File: config.mk
export PLATFORM = sky130hd
export DESIGN_NAME = array_list_append_search_delete_top
export DESIGN_NICKNAME = d
export VERILOG_FILES = /design/src/sv/alasd_pkg.sv /design/src/sv/alasd_ctrl.sv /design/src/sv/alasd_dp.sv /design/src/sv/array_list_append_search_delete_top.sv
export SDC_FILE = /design/constraint.sdc
export NUM_CORES = 1
export LEC_CHECK = 0
export BUFFER_PORTS_ARGS = -buffer_cell sky130_fd_sc_hd__buf_4
export CAP_MARGIN = 15
export CORE_ASPECT_RATIO = 1.4
export CORE_UTILIZATION = 57
export CTS_CLUSTER_DIAMETER = 40
export DETAILED_ROUTE_END_ITERATION = 12
export GPL_TIMING_DRIVEN = 0
export PLACE_DENSITY = 0.74
export SLEW_MARGIN = 10
export SYNTH_ARGS = -nofsm -noshare
export SYNTH_HDL_FRONTEND = slang
export SYNTH_SLANG_ARGS = --single-unit
File: constraint.sdc
create_clock -name clk -period 16.9 [get_ports clk]
set_clock_uncertainty 0.2 [all_clocks]
set_input_delay 3.38 -clock clk [delete_from_list [all_inputs] [get_ports clk]]
set_output_delay 3.38 -clock clk [all_outputs]
set_load 0.02 [all_outputs]
File: src/sv/alasd_pkg.sv
`timescale 1ns / 1ps
// Shared types and constants for the array list block (append, search, delete).
// No dependencies; imported by every module of the block.
package alasd_pkg;

    // Fixed field widths of the transfer payloads
    localparam int KIND_W  = 2;
    localparam int VALUE_W = 32;
    localparam int STAT_W  = 2;
    localparam int POS_W   = 4;
    localparam int OCC_W   = 5;
    localparam int CAP_W   = 5;

    localparam logic [CAP_W-1:0] CAP_RESET = 5'd16;

    typedef enum logic [KIND_W-1:0] {
        KIND_APPEND = 2'd0,
        KIND_SEARCH = 2'd1,
        KIND_DELETE = 2'd2,
        KIND_NONE   = 2'd3
    } kind_t;

    typedef enum logic [STAT_W-1:0] {
        STAT_OK        = 2'd0,
        STAT_FULL      = 2'd1,
        STAT_EMPTY     = 2'd2,
        STAT_NOT_FOUND = 2'd3
    } status_t;

    // Source of the reported position
    typedef enum logic [1:0] {
        POS_ZERO = 2'd0,
        POS_FILL = 2'd1,
        POS_HIT  = 2'd2
    } pos_sel_t;

    typedef enum logic [2:0] {
        ST_IDLE     = 3'd0,
        ST_DISPATCH = 3'd1,
        ST_SCAN     = 3'd2,
        ST_SHIFT    = 3'd3,
        ST_DONE     = 3'd4
    } ctrl_state_t;

    typedef struct packed {
        kind_t                      kind;
        logic signed [VALUE_W-1:0]  value;
    } in_item_t;

    typedef struct packed {
        status_t            status;
        logic [POS_W-1:0]   position;
        logic [OCC_W-1:0]   occupancy;
    } out_item_t;

    // Commands from controller to datapath
    typedef struct packed {
        logic       load;        // capture the accepted input item
        logic       append_wr;   // store value at fill index, bump the count
        logic       ptr_clear;   // restart the walk at entry zero
        logic       ptr_set_hit; // start the shift one past the hit
        logic       rd_issue;    // read entry at pointer, advance pointer
        logic       shift_wr;    // move the last read entry down by one
        logic       fill_dec;    // drop one from the count
        logic       res_wr;      // capture status and position
        status_t    res_status;
        pos_sel_t   res_pos_sel;
        logic       out_load;    // move the result into the output register
    } dp_cmd_t;

    // Status from datapath to controller
    typedef struct packed {
        kind_t  kind;
        logic   full;
        logic   empty;
        logic   hit;
        logic   ptr_end;
        logic   rd_vld;
        logic   out_busy;
    } dp_stat_t;

endpackage

File: src/sv/alasd_ctrl.sv
`timescale 1ns / 1ps
// Controller state machine for the array list: sequences append, scan and shift.
// Depends on alasd_pkg; drives the datapath alasd_dp through dp_cmd_t.
module alasd_ctrl
    import alasd_pkg::*;
(
    input  logic        clk,
    input  logic        rst_n,
    input  logic        in_valid,
    output logic        in_stall,
    input  dp_stat_t    stat,
    output dp_cmd_t     cmd
);

    ctrl_state_t state_reg;
    ctrl_state_t state_next;

    // State register
    always_ff @(posedge clk or negedge rst_n)
    begin
        if (!rst_n)
        begin
            state_reg <= ST_IDLE;
        end
        else
        begin
            state_reg <= state_next;
        end
    end

    // Next state and commands
    always_comb
    begin
        state_next = state_reg;
        cmd        = '0;
        in_stall   = 1'b1;

        unique case (state_reg)
            ST_IDLE:
            begin
                in_stall = 1'b0;
                if (in_valid)
                begin
                    cmd.load   = 1'b1;
                    state_next = ST_DISPATCH;
                end
            end

            ST_DISPATCH:
            begin
                cmd.res_wr = 1'b1;
                unique case (stat.kind)
                    KIND_APPEND:
                    begin
                        if (stat.full)
                        begin
                            cmd.res_status  = STAT_FULL;
                            cmd.res_pos_sel = POS_ZERO;
                        end
                        else
                        begin
                            cmd.append_wr   = 1'b1;
                            cmd.res_status  = STAT_OK;
                            cmd.res_pos_sel = POS_FILL;
                        end
                        state_next = ST_DONE;
                    end
                    KIND_SEARCH, KIND_DELETE:
                    begin
                        if (stat.empty)
                        begin
                            cmd.res_status  = STAT_EMPTY;
                            cmd.res_pos_sel = POS_ZERO;
                            state_next      = ST_DONE;
                        end
                        else
                        begin
                            cmd.res_wr    = 1'b0;
                            cmd.ptr_clear = 1'b1;
                            state_next    = ST_SCAN;
                        end
                    end
                    default:
                    begin
                        // unused kind: report the count, leave the store alone
                        cmd.res_status  = STAT_OK;
                        cmd.res_pos_sel = POS_ZERO;
                        state_next      = ST_DONE;
                    end
                endcase
            end

            // Walk the entries, one read issued and one compare per cycle
            ST_SCAN:
            begin
                priority if (stat.hit)
                begin
                    cmd.res_wr      = 1'b1;
                    cmd.res_status  = STAT_OK;
                    cmd.res_pos_sel = POS_HIT;
                    if (stat.kind == KIND_DELETE)
                    begin
                        cmd.ptr_set_hit = 1'b1;
                        state_next      = ST_SHIFT;
                    end
                    else
                    begin
                        state_next = ST_DONE;
                    end
                end
                else if (stat.ptr_end)
                begin
                    cmd.res_wr      = 1'b1;
                    cmd.res_status  = STAT_NOT_FOUND;
                    cmd.res_pos_sel = POS_ZERO;
                    state_next      = ST_DONE;
                end
                else
                begin
                    cmd.rd_issue = 1'b1;
                end
            end

            // Close the gap: read entry i+1 while writing entry i
            ST_SHIFT:
            begin
                cmd.shift_wr = stat.rd_vld;
                if (stat.ptr_end)
                begin
                    cmd.fill_dec = 1'b1;
                    state_next   = ST_DONE;
                end
                else
                begin
                    cmd.rd_issue = 1'b1;
                end
            end

            // Hold the result until the output register is free
            ST_DONE:
            begin
                if (!stat.out_busy)
                begin
                    cmd.out_load = 1'b1;
                    state_next   = ST_IDLE;
                end
            end

            default:
            begin
                state_next = ST_IDLE;
            end
        endcase
    end

endmodule

File: src/sv/alasd_dp.sv
`timescale 1ns / 1ps
// Datapath for the array list: entry memory, count, capacity, walk pointer, result.
// Depends on alasd_pkg; commanded by alasd_ctrl through dp_cmd_t.
module alasd_dp
    import alasd_pkg::*;
#(
    parameter int DEPTH = 16
)
(
    input  logic                clk,
    input  logic                rst_n,
    input  in_item_t            in_item,
    input  logic                cfg_wr_en,
    input  logic [CAP_W-1:0]    cfg_wr_data,
    input  dp_cmd_t             cmd,
    output dp_stat_t            stat,
    output logic                out_valid,
    input  logic                out_stall,
    output out_item_t           out_item
);

    localparam int CW = $clog2(DEPTH + 1);
    localparam int IW = (DEPTH > 1) ? $clog2(DEPTH) : 1;
    localparam int EW = (CW > CAP_W) ? CW : CAP_W;

    logic [VALUE_W-1:0] entries_mem [DEPTH];

    in_item_t           item_reg;
    logic [CAP_W-1:0]   cap_reg;
    logic [CW-1:0]      fill_reg;
    logic [CW-1:0]      fill_next;
    logic [CW-1:0]      ptr_reg;
    logic [CW-1:0]      ptr_next;
    logic [IW-1:0]      idx_reg;
    logic               rd_vld_reg;
    logic [VALUE_W-1:0] rd_data_reg;
    status_t            res_status_reg;
    logic [POS_W-1:0]   res_pos_reg;
    logic [POS_W-1:0]   res_pos_next;
    logic               out_valid_reg;
    out_item_t          out_item_reg;

    logic               mem_we;
    logic [IW-1:0]      mem_waddr;
    logic [VALUE_W-1:0] mem_wdata;

    // Capture the accepted item
    always_ff @(posedge clk)
    begin
        if (cmd.load)
        begin
            item_reg <= in_item;
        end
    end

    // Capacity register
    always_ff @(posedge clk or negedge rst_n)
    begin
        if (!rst_n)
        begin
            cap_reg <= CAP_RESET;
        end
        else if (cfg_wr_en)
        begin
            cap_reg <= cfg_wr_data;
        end
    end

    // Entry count and walk pointer
    always_comb
    begin
        fill_next = fill_reg;
        if (cmd.append_wr)
        begin
            fill_next = fill_reg + CW'(1);
        end
        else if (cmd.fill_dec)
        begin
            fill_next = fill_reg - CW'(1);
        end

        ptr_next = ptr_reg;
        priority if (cmd.ptr_clear)
        begin
            ptr_next = '0;
        end
        else if (cmd.ptr_set_hit)
        begin
            ptr_next = CW'(idx_reg) + CW'(1);
        end
        else if (cmd.rd_issue)
        begin
            ptr_next = ptr_reg + CW'(1);
        end
    end

    always_ff @(posedge clk or negedge rst_n)
    begin
        if (!rst_n)
        begin
            fill_reg   <= '0;
            ptr_reg    <= '0;
            rd_vld_reg <= 1'b0;
        end
        else
        begin
            fill_reg   <= fill_next;
            ptr_reg    <= ptr_next;
            rd_vld_reg <= cmd.rd_issue;
        end
    end

    // Entry memory: one write port, one registered read port
    assign mem_we    = cmd.append_wr | cmd.shift_wr;
    assign mem_waddr = cmd.append_wr ? fill_reg[IW-1:0] : (idx_reg - IW'(1));
    assign mem_wdata = cmd.append_wr ? $unsigned(item_reg.value) : rd_data_reg;

    always_ff @(posedge clk)
    begin
        if (mem_we)
        begin
            entries_mem[mem_waddr] <= mem_wdata;
        end
        if (cmd.rd_issue)
        begin
            rd_data_reg <= entries_mem[ptr_reg[IW-1:0]];
            idx_reg     <= ptr_reg[IW-1:0];
        end
    end

    // Result capture
    always_comb
    begin
        unique case (cmd.res_pos_sel)
            POS_FILL: res_pos_next = POS_W'(fill_reg);
            POS_HIT:  res_pos_next = POS_W'(idx_reg);
            default:  res_pos_next = '0;
        endcase
    end

    always_ff @(posedge clk)
    begin
        if (cmd.res_wr)
        begin
            res_status_reg <= cmd.res_status;
            res_pos_reg    <= res_pos_next;
        end
    end

    // Output register: load when free, drop after the transfer
    always_ff @(posedge clk or negedge rst_n)
    begin
        if (!rst_n)
        begin
            out_valid_reg <= 1'b0;
        end
        else
        begin
            out_valid_reg <= cmd.out_load | (out_valid_reg & out_stall);
        end
    end

    always_ff @(posedge clk)
    begin
        if (cmd.out_load)
        begin
            out_item_reg.status    <= res_status_reg;
            out_item_reg.position  <= res_pos_reg;
            out_item_reg.occupancy <= OCC_W'(fill_reg);
        end
    end

    assign out_valid = out_valid_reg;
    assign out_item  = out_item_reg;

    // Status to the controller
    always_comb
    begin
        stat.kind     = item_reg.kind;
        stat.full     = (EW'(fill_reg) >= EW'(cap_reg)) || (EW'(fill_reg) >= EW'(DEPTH));
        stat.empty    = (fill_reg == '0);
        stat.hit      = rd_vld_reg && (rd_data_reg == $unsigned(item_reg.value));
        stat.ptr_end  = (ptr_reg >= fill_reg);
        stat.rd_vld   = rd_vld_reg;
        stat.out_busy = out_valid_reg & out_stall;
    end

endmodule

File: src/sv/array_list_append_search_delete_top.sv
`timescale 1ns / 1ps
// Top level of the array list block: controller plus datapath.
// Depends on alasd_pkg, alasd_ctrl and alasd_dp.
//
//   channel  signals                         moves
//   in       in_valid / in_stall / in_item   one operation (kind, value)
//   out      out_valid / out_stall / out_item one result (status, position, occupancy)
//   cfg      cfg_wr_en / cfg_wr_data         capacity register, no wait
//
// Append or an unused kind passes from DISPATCH to DONE and then into the output register.
// Search walks the entries up to the first hit; a miss walks all stored entries.
// Delete walks to the hit, then shifts the later entries, one per cycle.
// The single read port of the entry memory sets the one-entry-per-cycle pace.
// Reset clears the count and restores capacity to 16; entries are not cleared.
// A stalled result holds in the output register; the next item is taken meanwhile.
module array_list_append_search_delete_top
    import alasd_pkg::*;
#(
    parameter int DEPTH = 16
)
(
    input  logic                clk,
    input  logic                rst_n,
    input  logic                in_valid,
    output logic                in_stall,
    input  in_item_t            in_item,
    output logic                out_valid,
    input  logic                out_stall,
    output out_item_t           out_item,
    input  logic                cfg_wr_en,
    input  logic [CAP_W-1:0]    cfg_wr_data
);

    dp_cmd_t  cmd;
    dp_stat_t stat;

    // Sequencer
    alasd_ctrl u_ctrl (
        .clk      (clk),
        .rst_n    (rst_n),
        .in_valid (in_valid),
        .in_stall (in_stall),
        .stat     (stat),
        .cmd      (cmd)
    );

    // Storage and result path
    alasd_dp #(
        .DEPTH (DEPTH)
    ) u_dp (
        .clk         (clk),
        .rst_n       (rst_n),
        .in_item     (in_item),
        .cfg_wr_en   (cfg_wr_en),
        .cfg_wr_data (cfg_wr_data),
        .cmd         (cmd),
        .stat        (stat),
        .out_valid   (out_valid),
        .out_stall   (out_stall),
        .out_item    (out_item)
    );

endmodule

==> flow_results.xml, run 1 <==
<?xml version="1.0" encoding="UTF-8"?>
<metrics>
  <group name="status">
    <metric name="run_status" unit="">finished clean</metric>
  </group>
  <group name="floorplan">
    <metric name="initial_core_util" unit="">0.579</metric>
    <metric name="floorplan.die.width" unit="µm">177</metric>
    <metric name="fp.dieArea" unit="µm²">43800</metric>
    <metric name="floorplan.rows" unit="">89</metric>
    <metric name="core" unit="µm²">42300</metric>
    <metric name="io_pins" unit="">57</metric>
    <metric name="chipHeight" unit="µm">247</metric>
  </group>
  <group name="cells_and_area">
    <metric name="largest_register_ff_count" unit="">512</metric>
    <metric name="layout.filler_cells" unit="">2651</metric>
    <metric name="final_standard_cell_utilization_of_the_core" unit="">0.671</metric>
    <metric name="area_growth_syn_to_layout" unit="%">15.9</metric>
    <metric name="final_layout_size_suffix_gt1_frac" unit="">0.307</metric>
    <metric name="antenna-diode-count" unit="">0</metric>
    <metric name="nNetsFinal" unit="">1444</metric>
  </group>
  <group name="global_route">
    <metric name="met3_usage" unit="">0.0466</metric>
    <metric name="grt_overflow" unit="">0</metric>
    <metric name="track_usage" unit="">0.271</metric>
    <metric name="grt_pass1_wl" unit="mm">83.1</metric>
    <metric name="grt_use_met2" unit="">0.453</metric>
    <metric name="first_global_vias" unit="">12800</metric>
    <metric name="global_route.peak_usage_layer" unit="">met2</metric>
    <metric name="grt.met1_usage" unit="">0.352</metric>
    <metric name="grt_start_max_net_pins" unit="">25</metric>
    <metric name="antenna_found_initial" unit="">0</metric>
  </group>
  <group name="synth">
    <metric name="synth_top_area_cell" unit="">sky130_fd_sc_hd__edfxtp_1</metric>
    <metric name="post_synth.cell_area_avg" unit="µm²">20.7</metric>
    <metric name="synthFlopType" unit="">sky130_fd_sc_hd__edfxtp_1</metric>
    <metric name="netlist.area_leader.share" unit="">0.734</metric>
    <metric name="synth_warnings" unit="">0</metric>
    <metric name="synth.top_cells.by_count" unit="">599 x sky130_fd_sc_hd__edfxtp_1, 160 x sky130_fd_sc_hd__mux4_2, 125 x sky130_fd_sc_hd__nand2_1, 30 x sky130_fd_sc_hd__xnor2_1, 27 x sky130_fd_sc_hd__clkbuf_1</metric>
    <metric name="synth_most_common_cell" unit="">sky130_fd_sc_hd__edfxtp_1</metric>
    <metric name="ys_top_cells_by_area" unit="">sky130_fd_sc_hd__edfxtp_1 73%, sky130_fd_sc_hd__mux4_2 15%, sky130_fd_sc_hd__dfrtp_1 1.9%</metric>
    <metric name="register_area_share_after_synthesis" unit="">0.755</metric>
    <metric name="synth.lib_cells_used.distinct" unit="">55</metric>
    <metric name="mappedNetlistArea" unit="µm²">24500</metric>
    <metric name="synth_async_sr_flop_share" unit="">0.0323</metric>
    <metric name="postSynthRegisterBits" unit="">619</metric>
    <metric name="syn-instance-count" unit="">1185</metric>
    <metric name="number_of_synthesized_flops_with_an_enable_pin" unit="">599</metric>
    <metric name="syn_nets" unit="">1250</metric>
  </group>
  <group name="drt">
    <metric name="wl_per_cell" unit="µm">28.7</metric>
    <metric name="detailroute.via_count" unit="">12400</metric>
    <metric name="route.antenna.remaining_nets" unit="">0</metric>
    <metric name="drc_errors" unit="">0</metric>
    <metric name="avgViaCountPerCell" unit="">6.31</metric>
    <metric name="drt_wl_total" unit="mm">56.6</metric>
    <metric name="dr.pass1.iters" unit="">5</metric>
    <metric name="drt-initial-drc-count" unit="">1458</metric>
  </group>
  <group name="power">
    <metric name="total_power" unit="mW">4.39</metric>
    <metric name="vdd_drop_max" unit="mV">0.103</metric>
    <metric name="power.static_leakage" unit="nW">9.36</metric>
    <metric name="power_per_cell_area" unit="nW/µm²">155</metric>
  </group>
  <group name="place">
    <metric name="place_congestion" unit="">0.808</metric>
    <metric name="buffer_ports.inserted" unit="">55</metric>
    <metric name="place.detailed.hpwl" unit="mm">38.4</metric>
  </group>
  <group name="timing">
    <metric name="final-hold-violation-count" unit="">0</metric>
    <metric name="fmaxAchievable" unit="GHz">0.189</metric>
    <metric name="setup_repair_after_global_routing_missed_its_margin" unit="">no</metric>
    <metric name="final-max-slew-violation-count" unit="">0</metric>
    <metric name="setup_viol_count_final" unit="">0</metric>
    <metric name="tns" unit="ns">0</metric>
    <metric name="final.min_clock_period" unit="ns">5.28</metric>
    <metric name="slew-limit-headroom" unit="">0.268</metric>
    <metric name="post-route-period-util" unit="">0.312</metric>
    <metric name="worst-slew-pin-transition" unit="ns">1.10</metric>
  </group>
  <group name="clock_tree">
    <metric name="clk-insertion-delay-late" unit="ns">0.61</metric>
    <metric name="number_of_buffers_created_by_cts" unit="">60</metric>
    <metric name="cts.reportedPaths.clkPinSlew" unit="ns">0.06</metric>
    <metric name="ctsHoldBuffers" unit="">0</metric>
    <metric name="cts_resized" unit="">0</metric>
    <metric name="cts_max_path_buffers" unit="">3</metric>
    <metric name="clock-sinks" unit="">619</metric>
    <metric name="h-tree-depth" unit="">2</metric>
    <metric name="post-cts-setup-buffer-count" unit="">0</metric>
    <metric name="clock_tree.root_cell" unit="">sky130_fd_sc_hd__clkbuf_16</metric>
    <metric name="tritoncts_clock_tree" unit="">done</metric>
  </group>
  <group name="worst_setup_path">
    <metric name="critical_path_at" unit="ns">1.70</metric>
    <metric name="cp-end-kind" unit="">primary output</metric>
    <metric name="criticalPathCategory" unit="">reg -&gt; out</metric>
    <metric name="critical_path_peak_fanout" unit="">8</metric>
    <metric name="cp_data_required_time" unit="ns">13.32</metric>
    <metric name="start_kind" unit="">register</metric>
    <metric name="setup.reg_to_reg.worst_slack" unit="ns">12.14</metric>
  </group>
  <group name="hold_path">
    <metric name="worst_min_delay_path_category" unit="">reg -&gt; reg</metric>
  </group>
  <group name="flow_run">
    <metric name="drv_cap" unit="">0</metric>
  </group>
</metrics>
## stage by stage
step,hold slack (ns),setup WS (ns),instances,cell area (µm²)
2_1_floorplan,0.200,11.43,1185,24500
4_1_cts,0.220,11.60,1971,28400
5_1_grt,0.241,11.57,1974,28400
3_3_place_gp,0.201,7.73,1786,25600
3_5_place_dp,0.206,11.95,1860,26400
6_report,0.221,11.62,1974,28400
## power breakdown
group          leakage [nW]  internal, mW  switching [mW]
logic                  2.73         0.436           0.628
clock network         0.966         0.758           0.571
registers              5.66          1.93          0.0685
## layer usage
metal	vias to the layer above	routed length, µm	share of wire
li1	5223	-	-
met1	6445	21200	0.37
met2	650	29000	0.51
met3	129	4260	0.075
met4	0	2180	0.039
met5	-	0	0
## kinds of logic after synthesis
logic type	Yosys count	synth area share
XOR/XNOR	40	0.0143
multiplexers	174	0.153
buffers and inverters	74	0.0145
adder cells (fa/ha/maj)	21	0.0110
AO/OA/AOI/OAI	48	0.0125
flip-flops	619	0.755
AND/OR/NAND/NOR	209	0.0394
## path summary, 6_finish.rpt
path                                             startpoint                                 end  cells after the start
setup / recovery            u_ctrl.state_reg[2]$_DFFE_PN0P_                            in_stall                      2
min in group asynchronous                             rst_n        u_dp.fill_reg[2]$_DFFE_PN0P_                      1
hold reg to reg            u_dp.res_status_reg[0]$_DFFE_PP_          u_dp.out_item[9]$_DFFE_PP_                      0
setup reg to reg               u_dp.fill_reg[0]$_DFFE_PN0P_  u_dp.entries_mem[10][26]$_DFFE_PP_                     14
hold / removal             u_dp.res_status_reg[0]$_DFFE_PP_          u_dp.out_item[9]$_DFFE_PP_                      0
max in group asynchronous                             rst_n         u_dp.cap_reg[4]$_DFFE_PN1P_                      1
## placed cells by master, fill, tap and decap left out, drive strengths merged, types with 2 or more instances in the layout
master and instances:
o21a 2, xnor2 30, or4 2, xor2 10, nor2b 3, or2 2, ha 20, o31ai 2
nor4b 2, nor4 3, clkinv 27, a21oi 12, a22oi 5, nor2 18, mux2i 9, clkinvlp 3
nor3b 8, nand3 10, mux4 160, edfxtp 599, nor3 14, a21o 6, bufinv 6, mux2 5
o2bb2ai 2, nand2 125, clkbuf 100, o21ai 12, nand4 12, nand2b 3, buf 153, inv 28
and4b 2, dfrtp 19
## cell type report
class | instances | area [µm²] | area share
plain buffers | 52 | 272 | 0.00956
clock buffers | 69 | 1560 | 0.0548
clock inverters | 42 | 419 | 0.0148
inverters | 22 | 82.6 | 0.00291
multi-input cells | 492 | 5740 | 0.202
flip-flops and latches | 619 | 18500 | 0.651
well taps | 546 | 683 | 0.0241
repair buffers | 132 | 1160 | 0.0407
## critical path: stages (launching register included)
cell and delay, ns:
sky130_fd_sc_hd__dfrtp_1 0.46, sky130_fd_sc_hd__or3_1 0.46, sky130_fd_sc_hd__buf_4 0.18
Note: power is estimated with default switching activity, not from simulation.
==> inputs of run 2 (changes only) <==
CORE_UTILIZATION = 56   (was 57)
PLACE_DENSITY = 0.75   (was 0.74)
clock period = 4.3 ns   (was 16.9 ns; I/O delays follow)
==> flow_results.xml, run 2 (synthesis results as in run 1) <==
<?xml version="1.0" encoding="UTF-8"?>
<metrics>
  <group name="global_route">
    <metric name="first_global_vias" unit="">13200</metric>
    <metric name="grt_overflow" unit="">0</metric>
    <metric name="grt_pass1_wl" unit="mm">85.3</metric>
    <metric name="grt_start_max_net_pins" unit="">21</metric>
    <metric name="antenna_found_initial" unit="">0</metric>
    <metric name="track_usage" unit="">0.274</metric>
  </group>
  <group name="clock_tree">
    <metric name="clk-insertion-delay-late" unit="ns">0.61</metric>
    <metric name="clock-sinks" unit="">619</metric>
    <metric name="h-tree-depth" unit="">2</metric>
    <metric name="cts_max_path_buffers" unit="">3</metric>
    <metric name="tritoncts_clock_tree" unit="">done</metric>
    <metric name="clock_tree.root_cell" unit="">sky130_fd_sc_hd__clkbuf_16</metric>
    <metric name="number_of_buffers_created_by_cts" unit="">57</metric>
    <metric name="cts.reportedPaths.clkPinSlew" unit="ns">0.07</metric>
  </group>
  <group name="worst_setup_path">
    <metric name="crit_path_top_delay_cell" unit="">sky130_fd_sc_hd__dfrtp_2</metric>
    <metric name="start_kind" unit="">register</metric>
    <metric name="critical_path_buf_inv_count" unit="">7</metric>
    <metric name="cp_data_required_time" unit="ns">4.41</metric>
    <metric name="path_delay_family" unit="">buffers and inverters</metric>
    <metric name="startpoint" unit="">u_dp.fill_reg[0]$_DFFE_PN0P_</metric>
    <metric name="cp-end-kind" unit="">register</metric>
    <metric name="criticalPathCategory" unit="">reg -&gt; reg</metric>
    <metric name="timing.rr.start" unit="">u_dp.fill_reg[0]$_DFFE_PN0P_</metric>
    <metric name="critical-path-max-stage-delay" unit="ns">0.48</metric>
    <metric name="critical_path_peak_fanout" unit="">10</metric>
    <metric name="critical_path_at" unit="ns">4.30</metric>
    <metric name="worstPathCellList" unit="">inv_1 -&gt; ha_1 -&gt; nand2b_1 -&gt; a21o_1 -&gt; a21o_1 -&gt; a21oi_1 -&gt; o21a_1 -&gt; buf_4 -&gt; inv_2 -&gt; clkbuf_2 -&gt; mux2i_2 -&gt; nor3_2 -&gt; buf_4 -&gt; buf_4 -&gt; buf_6</metric>
    <metric name="critical-path-top-cell-by-count" unit="">sky130_fd_sc_hd__buf_4</metric>
  </group>
  <group name="cells_and_area">
    <metric name="layout.cells.most_common" unit="">sky130_fd_sc_hd__edfxtp_1</metric>
    <metric name="final_standard_cell_utilization_of_the_core" unit="">0.662</metric>
    <metric name="final_cell_mix" unit="">599 x sky130_fd_sc_hd__edfxtp_1, 160 x sky130_fd_sc_hd__mux4_2, 125 x sky130_fd_sc_hd__nand2_1</metric>
    <metric name="final_instance_count_excl_fillers" unit="">1982</metric>
    <metric name="area_growth_syn_to_layout" unit="%">16.6</metric>
    <metric name="antenna-diode-count" unit="">0</metric>
    <metric name="largest_register_ff_count" unit="">512</metric>
    <metric name="nNetsFinal" unit="">1448</metric>
    <metric name="final_layout_size_suffix_gt1_frac" unit="">0.314</metric>
  </group>
  <group name="timing">
    <metric name="worst_slack" unit="ns">0.108</metric>
    <metric name="setup_repair_after_global_routing_missed_its_margin" unit="">no</metric>
    <metric name="fin_worst_hold_slack" unit="ns">0.219</metric>
    <metric name="fmaxAchievable" unit="GHz">0.239</metric>
    <metric name="slew-limit-headroom" unit="">0.251</metric>
    <metric name="post-route-period-util" unit="">0.975</metric>
    <metric name="final-hold-violation-count" unit="">0</metric>
    <metric name="final.min_clock_period" unit="ns">4.19</metric>
    <metric name="worst-slew-pin-transition" unit="ns">1.12</metric>
    <metric name="setup_viol_count_final" unit="">0</metric>
    <metric name="final-max-slew-violation-count" unit="">0</metric>
  </group>
  <group name="floorplan">
    <metric name="fp.dieArea" unit="µm²">44600</metric>
    <metric name="floorplan.rows" unit="">90</metric>
    <metric name="chipHeight" unit="µm">249</metric>
    <metric name="core" unit="µm²">43100</metric>
    <metric name="initial_core_util" unit="">0.568</metric>
    <metric name="floorplan.die.width" unit="µm">179</metric>
    <metric name="io_pins" unit="">57</metric>
  </group>
  <group name="place">
    <metric name="place.detailed.hpwl" unit="mm">38.6</metric>
    <metric name="buffer_ports.inserted" unit="">55</metric>
    <metric name="place_congestion" unit="">0.868</metric>
    <metric name="post-place-ws" unit="ns">-0.528</metric>
    <metric name="placed_cells" unit="">1863</metric>
  </group>
  <group name="drt">
    <metric name="dr.pass1.iters" unit="">6</metric>
    <metric name="drt_wl_total" unit="mm">58.8</metric>
    <metric name="drt-initial-drc-count" unit="">1602</metric>
    <metric name="wl_per_cell" unit="µm">29.7</metric>
    <metric name="route.antenna.remaining_nets" unit="">0</metric>
    <metric name="drc_errors" unit="">0</metric>
    <metric name="detailroute.via_count" unit="">12800</metric>
    <metric name="avgViaCountPerCell" unit="">6.44</metric>
  </group>
  <group name="hold_path">
    <metric name="worst_min_delay_path_category" unit="">reg -&gt; reg</metric>
    <metric name="holdCritStartpoint" unit="">u_dp.res_pos_reg[3]$_DFFE_PP_</metric>
  </group>
  <group name="power">
    <metric name="total_power" unit="mW">17.2</metric>
    <metric name="vdd_drop_max" unit="mV">0.387</metric>
    <metric name="power_per_cell_area" unit="nW/µm²">603</metric>
    <metric name="power.static_leakage" unit="nW">9.45</metric>
  </group>
  <group name="status">
    <metric name="run_status" unit="">finished clean</metric>
  </group>
  <group name="flow_run">
    <metric name="drv_cap" unit="">0</metric>
  </group>
</metrics>
==> run 2: cell types whose count changed in the layout (fill, tap and decap cells not counted), moves of 3 or more <==
| cell | previous run | this run |
|---|---|---|
| sky130_fd_sc_hd__buf_6 | 34 | 27 |
| sky130_fd_sc_hd__buf_8 | 0 | 14 |
| sky130_fd_sc_hd__clkbuf_2 | 1 | 4 |
| sky130_fd_sc_hd__nor3_2 | 10 | 4 |
| sky130_fd_sc_hd__nor3_4 | 0 | 6 |
| sky130_fd_sc_hd__nor3b_4 | 0 | 6 |
| sky130_fd_sc_hd__clkbuf_1 | 35 | 30 |
| sky130_fd_sc_hd__clkinvlp_4 | 3 | 6 |
| sky130_fd_sc_hd__nor3b_2 | 8 | 2 |
| sky130_fd_sc_hd__clkbuf_16 | 61 | 57 |
==> run 2: final cells by class <==
cell class / instances / area, µm²
fill: 2670 / 14600
multi-input combinational: 492 / 5830
sequential: 619 / 18500
buffer: 52 / 278
tap: 552 / 691
clock inverter: 43 / 437
clock buffer: 63 / 1450
timing repair buffer: 139 / 1320
inverter: 22 / 82.6
==> run 2: power by group <==
group | total [mW] | internal (mW) | leakage, nW | switching (mW)
clock | 5.11 | 2.88 | 0.914 | 2.24
sequential | 7.87 | 7.59 | 5.66 | 0.281
combinational | 4.23 | 1.71 | 2.87 | 2.52
total | 17.2 | 12.2 | 9.45 | 5.04
==> run 2: per-layer routing <==
metal	GRT usage	vias to the layer above	routed length [µm]
li1	-	5219	-
met1	0.340	6591	20400
met2	0.457	755	30100
met3	0.0481	208	4990
met4	0.146	0	3350
met5	0	-	0
==> run 2: path summary, 6_finish.rpt <==
kind | slack, ns | endpoint | depth (start not counted)
worst max register to register | 0.11 | u_dp.entries_mem[1][20]$_DFFE_PP_ | 15
worst max-delay path | 0.11 | u_dp.entries_mem[1][20]$_DFFE_PP_ | 15
min in group asynchronous | 0.50 | u_dp.rd_vld_reg$_DFF_PN0_ | 2
max in group asynchronous | 3.11 | u_dp.cap_reg[4]$_DFFE_PN1P_ | 2
worst min-delay path | 0.22 | u_dp.out_item[8]$_DFFE_PP_ | 0
worst min register to register | 0.22 | u_dp.out_item[8]$_DFFE_PP_ | 0
==> run 2: what timing repair did <==
action | CTS | global route
endpoints found under the hold margin | 19 | 0
pin swaps | 5 | 2
resized for setup | 8 | 9
hold buffers | 1 | 0
endpoints found under the setup margin | 195 | 120
setup buffers | 7 | 3
==> run 2: worst reg2reg max path, cell delays in order, from the launching register on <==
cell	delay, ns
sky130_fd_sc_hd__dfrtp_2	0.48
sky130_fd_sc_hd__inv_1	0.14
sky130_fd_sc_hd__ha_1	0.30
sky130_fd_sc_hd__nand2b_1	0.13
sky130_fd_sc_hd__a21o_1	0.17
sky130_fd_sc_hd__a21o_1	0.17
sky130_fd_sc_hd__a21oi_1	0.20
sky130_fd_sc_hd__o21a_1	0.14
sky130_fd_sc_hd__buf_4	0.23
sky130_fd_sc_hd__inv_2	0.12
sky130_fd_sc_hd__clkbuf_2	0.30
sky130_fd_sc_hd__mux2i_2	0.30
sky130_fd_sc_hd__nor3_2	0.38
sky130_fd_sc_hd__buf_4	0.29
sky130_fd_sc_hd__buf_4	0.20
sky130_fd_sc_hd__buf_6	0.16
==> run 2: through the flow <==
stage | TNS, ns | instance area [µm²]
finish | 0 | 28600
global route | 0 | 28600
CTS | 0 | 28500
detailed placement | -27.59 | 26500
global placement | -1986.80 | 25600
floorplan | -311.96 | 24500
==> inputs of run 3 (changes only) <==
--- a/config.mk
+++ b/config.mk
@@ -7,8 +7,8 @@
 export LEC_CHECK = 0
-export BUFFER_PORTS_ARGS = -buffer_cell sky130_fd_sc_hd__buf_4
-export CAP_MARGIN = 15
+export CAP_MARGIN = 20
 export CORE_ASPECT_RATIO = 1.4
-export CORE_UTILIZATION = 56
+export CORE_UTILIZATION = 57
 export CTS_CLUSTER_DIAMETER = 40
 export DETAILED_ROUTE_END_ITERATION = 12
+export DONT_BUFFER_PORTS = 1
 export GPL_TIMING_DRIVEN = 0
--- a/constraint.sdc
+++ b/constraint.sdc
@@ -4,2 +4,2 @@
 set_output_delay 0.86 -clock clk [all_outputs]
-set_load 0.02 [all_outputs]
+set_load 0.01 [all_outputs]
==> flow_results.xml, run 3 (synthesis results as in run 1) <==
<?xml version="1.0" encoding="UTF-8"?>
<metrics>
  <group name="timing">
    <metric name="post-route-period-util" unit="">0.972</metric>
    <metric name="worst_slack" unit="ns">0.121</metric>
    <metric name="setup_viol_count_final" unit="">0</metric>
    <metric name="final-hold-violation-count" unit="">0</metric>
    <metric name="slew-limit-headroom" unit="">0.302</metric>
    <metric name="setup_repair_after_global_routing_missed_its_margin" unit="">yes</metric>
    <metric name="final-max-slew-violation-count" unit="">0</metric>
    <metric name="worst-slew-pin-transition" unit="ns">1.05</metric>
    <metric name="fmaxAchievable" unit="GHz">0.239</metric>
    <metric name="tns" unit="ns">0</metric>
    <metric name="final.min_clock_period" unit="ns">4.18</metric>
  </group>
  <group name="global_route">
    <metric name="met3_usage" unit="">0.0463</metric>
    <metric name="grt_pass1_wl" unit="mm">82.5</metric>
    <metric name="first_global_vias" unit="">12500</metric>
    <metric name="grt_use_met2" unit="">0.450</metric>
    <metric name="grt_overflow" unit="">0</metric>
    <metric name="grt.met1_usage" unit="">0.343</metric>
    <metric name="global_route.peak_usage_layer" unit="">met2</metric>
    <metric name="grt_start_max_net_pins" unit="">21</metric>
    <metric name="antenna_found_initial" unit="">0</metric>
    <metric name="track_usage" unit="">0.269</metric>
  </group>
  <group name="drt">
    <metric name="detailroute.via_count" unit="">12400</metric>
    <metric name="drc_errors" unit="">0</metric>
    <metric name="drt-initial-drc-count" unit="">1359</metric>
    <metric name="avgViaCountPerCell" unit="">6.50</metric>
    <metric name="drt_wl_total" unit="mm">56.5</metric>
    <metric name="route.antenna.remaining_nets" unit="">0</metric>
    <metric name="dr.pass1.iters" unit="">6</metric>
    <metric name="wl_per_cell" unit="µm">29.5</metric>
  </group>
  <group name="floorplan">
    <metric name="floorplan.die.width" unit="µm">177</metric>
    <metric name="initial_core_util" unit="">0.579</metric>
    <metric name="chipHeight" unit="µm">247</metric>
    <metric name="floorplan.rows" unit="">89</metric>
    <metric name="fp.dieArea" unit="µm²">43800</metric>
    <metric name="core" unit="µm²">42300</metric>
    <metric name="io_pins" unit="">57</metric>
  </group>
  <group name="clock_tree">
    <metric name="tritoncts_clock_tree" unit="">done</metric>
    <metric name="cts_max_path_buffers" unit="">3</metric>
    <metric name="h-tree-depth" unit="">2</metric>
    <metric name="number_of_buffers_created_by_cts" unit="">58</metric>
    <metric name="clk-insertion-delay-late" unit="ns">0.60</metric>
    <metric name="clock_tree.root_cell" unit="">sky130_fd_sc_hd__clkbuf_16</metric>
    <metric name="clock-sinks" unit="">619</metric>
    <metric name="cts.reportedPaths.clkPinSlew" unit="ns">0.06</metric>
  </group>
  <group name="place">
    <metric name="post-place-ws" unit="ns">-0.275</metric>
    <metric name="placed_cells" unit="">1796</metric>
    <metric name="place.detailed.hpwl" unit="mm">37.3</metric>
    <metric name="place_congestion" unit="">0.844</metric>
    <metric name="buffer_ports.inserted" unit="">0</metric>
  </group>
  <group name="worst_setup_path">
    <metric name="critical_path_peak_fanout" unit="">10</metric>
    <metric name="critical_path_at" unit="ns">4.32</metric>
    <metric name="setup.reg_to_reg.worst_slack" unit="ns">0.12</metric>
    <metric name="cp-end-kind" unit="">register</metric>
    <metric name="cp_data_required_time" unit="ns">4.44</metric>
    <metric name="criticalPathCategory" unit="">reg -&gt; reg</metric>
    <metric name="start_kind" unit="">register</metric>
  </group>
  <group name="cells_and_area">
    <metric name="layout.filler_cells" unit="">2599</metric>
    <metric name="final_instance_count_excl_fillers" unit="">1915</metric>
    <metric name="final_layout_size_suffix_gt1_frac" unit="">0.283</metric>
    <metric name="area_growth_syn_to_layout" unit="%">14.6</metric>
    <metric name="nNetsFinal" unit="">1388</metric>
    <metric name="largest_register_ff_count" unit="">512</metric>
    <metric name="antenna-diode-count" unit="">0</metric>
    <metric name="layout.cells.most_common" unit="">sky130_fd_sc_hd__edfxtp_1</metric>
    <metric name="final_cell_mix" unit="">599 x sky130_fd_sc_hd__edfxtp_1, 160 x sky130_fd_sc_hd__mux4_2, 125 x sky130_fd_sc_hd__nand2_1</metric>
  </group>
  <group name="status">
    <metric name="run_status" unit="">finished clean</metric>
  </group>
  <group name="power">
    <metric name="power.static_leakage" unit="nW">9.16</metric>
    <metric name="total_power" unit="mW">17.2</metric>
    <metric name="power_per_cell_area" unit="nW/µm²">612</metric>
    <metric name="vdd_drop_max" unit="mV">0.354</metric>
  </group>
  <group name="hold_path">
    <metric name="worst_min_delay_path_category" unit="">in -&gt; reg</metric>
  </group>
  <group name="flow_run">
    <metric name="drv_cap" unit="">0</metric>
  </group>
</metrics>
==> run 3: critical path: stages, from the launching register on <==
cell and delay, ns:
sky130_fd_sc_hd__dfrtp_2 0.46, sky130_fd_sc_hd__inv_1 0.13, sky130_fd_sc_hd__ha_1 0.30, sky130_fd_sc_hd__nand2b_1 0.14, sky130_fd_sc_hd__a21o_1 0.17, sky130_fd_sc_hd__a21o_1 0.17, sky130_fd_sc_hd__a21oi_1 0.19, sky130_fd_sc_hd__o21a_1 0.13
sky130_fd_sc_hd__buf_4 0.21, sky130_fd_sc_hd__inv_2 0.11, sky130_fd_sc_hd__clkbuf_2 0.28, sky130_fd_sc_hd__mux2i_1 0.72, sky130_fd_sc_hd__nor3_4 0.12, sky130_fd_sc_hd__buf_6 0.19, sky130_fd_sc_hd__buf_4 0.20, sky130_fd_sc_hd__buf_4 0.21
==> run 3: repair_timing <==
| action | CTS | global route |
|---|---|---|
| gates resized for setup | 4 | 11 |
| pin swaps | 1 | 2 |
| hold endpoints to repair | 20 | 0 |
| buffers inserted | 4 | 4 |
| endpoints found under the setup margin | 134 | 85 |
| hold buffers | 1 | 0 |
==> run 3: layout make-up <==
| type | count | area (µm²) | area share |
|---|---|---|---|
| flip-flops and latches | 619 | 18500 | 0.659 |
| multi-input cells | 492 | 5810 | 0.207 |
| plain buffers | 52 | 278 | 0.00990 |
| inverters | 22 | 82.6 | 0.00294 |
| clock inverters | 39 | 455 | 0.0162 |
| repair buffers | 78 | 776 | 0.0276 |
| well taps | 546 | 683 | 0.0243 |
| clock buffers | 67 | 1490 | 0.0529 |
==> run 3: worst paths after layout <==
kind,startpoint,cells past startpoint,end
max,u_dp.fill_reg[0]$_DFFE_PN0P_,15,u_dp.entries_mem[6][25]$_DFFE_PP_
min,in_item[17],0,u_dp.item_reg[17]$_DFFE_PP_
max reg2reg,u_dp.fill_reg[0]$_DFFE_PN0P_,15,u_dp.entries_mem[6][25]$_DFFE_PP_
min reg2reg,u_dp.res_pos_reg[2]$_DFFE_PP_,0,u_dp.out_item[7]$_DFFE_PP_
max in group asynchronous,rst_n,2,u_dp.cap_reg[4]$_DFFE_PN1P_
min in group asynchronous,rst_n,1,u_dp.fill_reg[3]$_DFFE_PN0P_
==> run 3: per-layer routing <==
metal	share of wire	routed length (µm)
met1	0.36	20200
met2	0.51	28700
met3	0.084	4750
met4	0.049	2790
met5	0	0
==> run 3: stage by stage <==
stage | util | area [µm²] | hold WS (ns)
after floorplan | - | 24500 | 0.200
after global placement | 0.595 | 25200 | 0.204
after detailed placement | 0.613 | 25900 | 0.205
after CTS | 0.660 | 27900 | 0.135
after global routing | 0.663 | 28100 | 0.132
final | 0.663 | 28100 | 0.154
==> run 3: where the power goes <==
| part | total [mW] | switching [mW] | internal (mW) |
|---|---|---|---|
| clock | 5.19 | 2.21 | 2.98 |
| combinational | 4.09 | 2.43 | 1.66 |
| sequential | 7.88 | 0.290 | 7.59 |
| total | 17.2 | 4.93 | 12.2 |
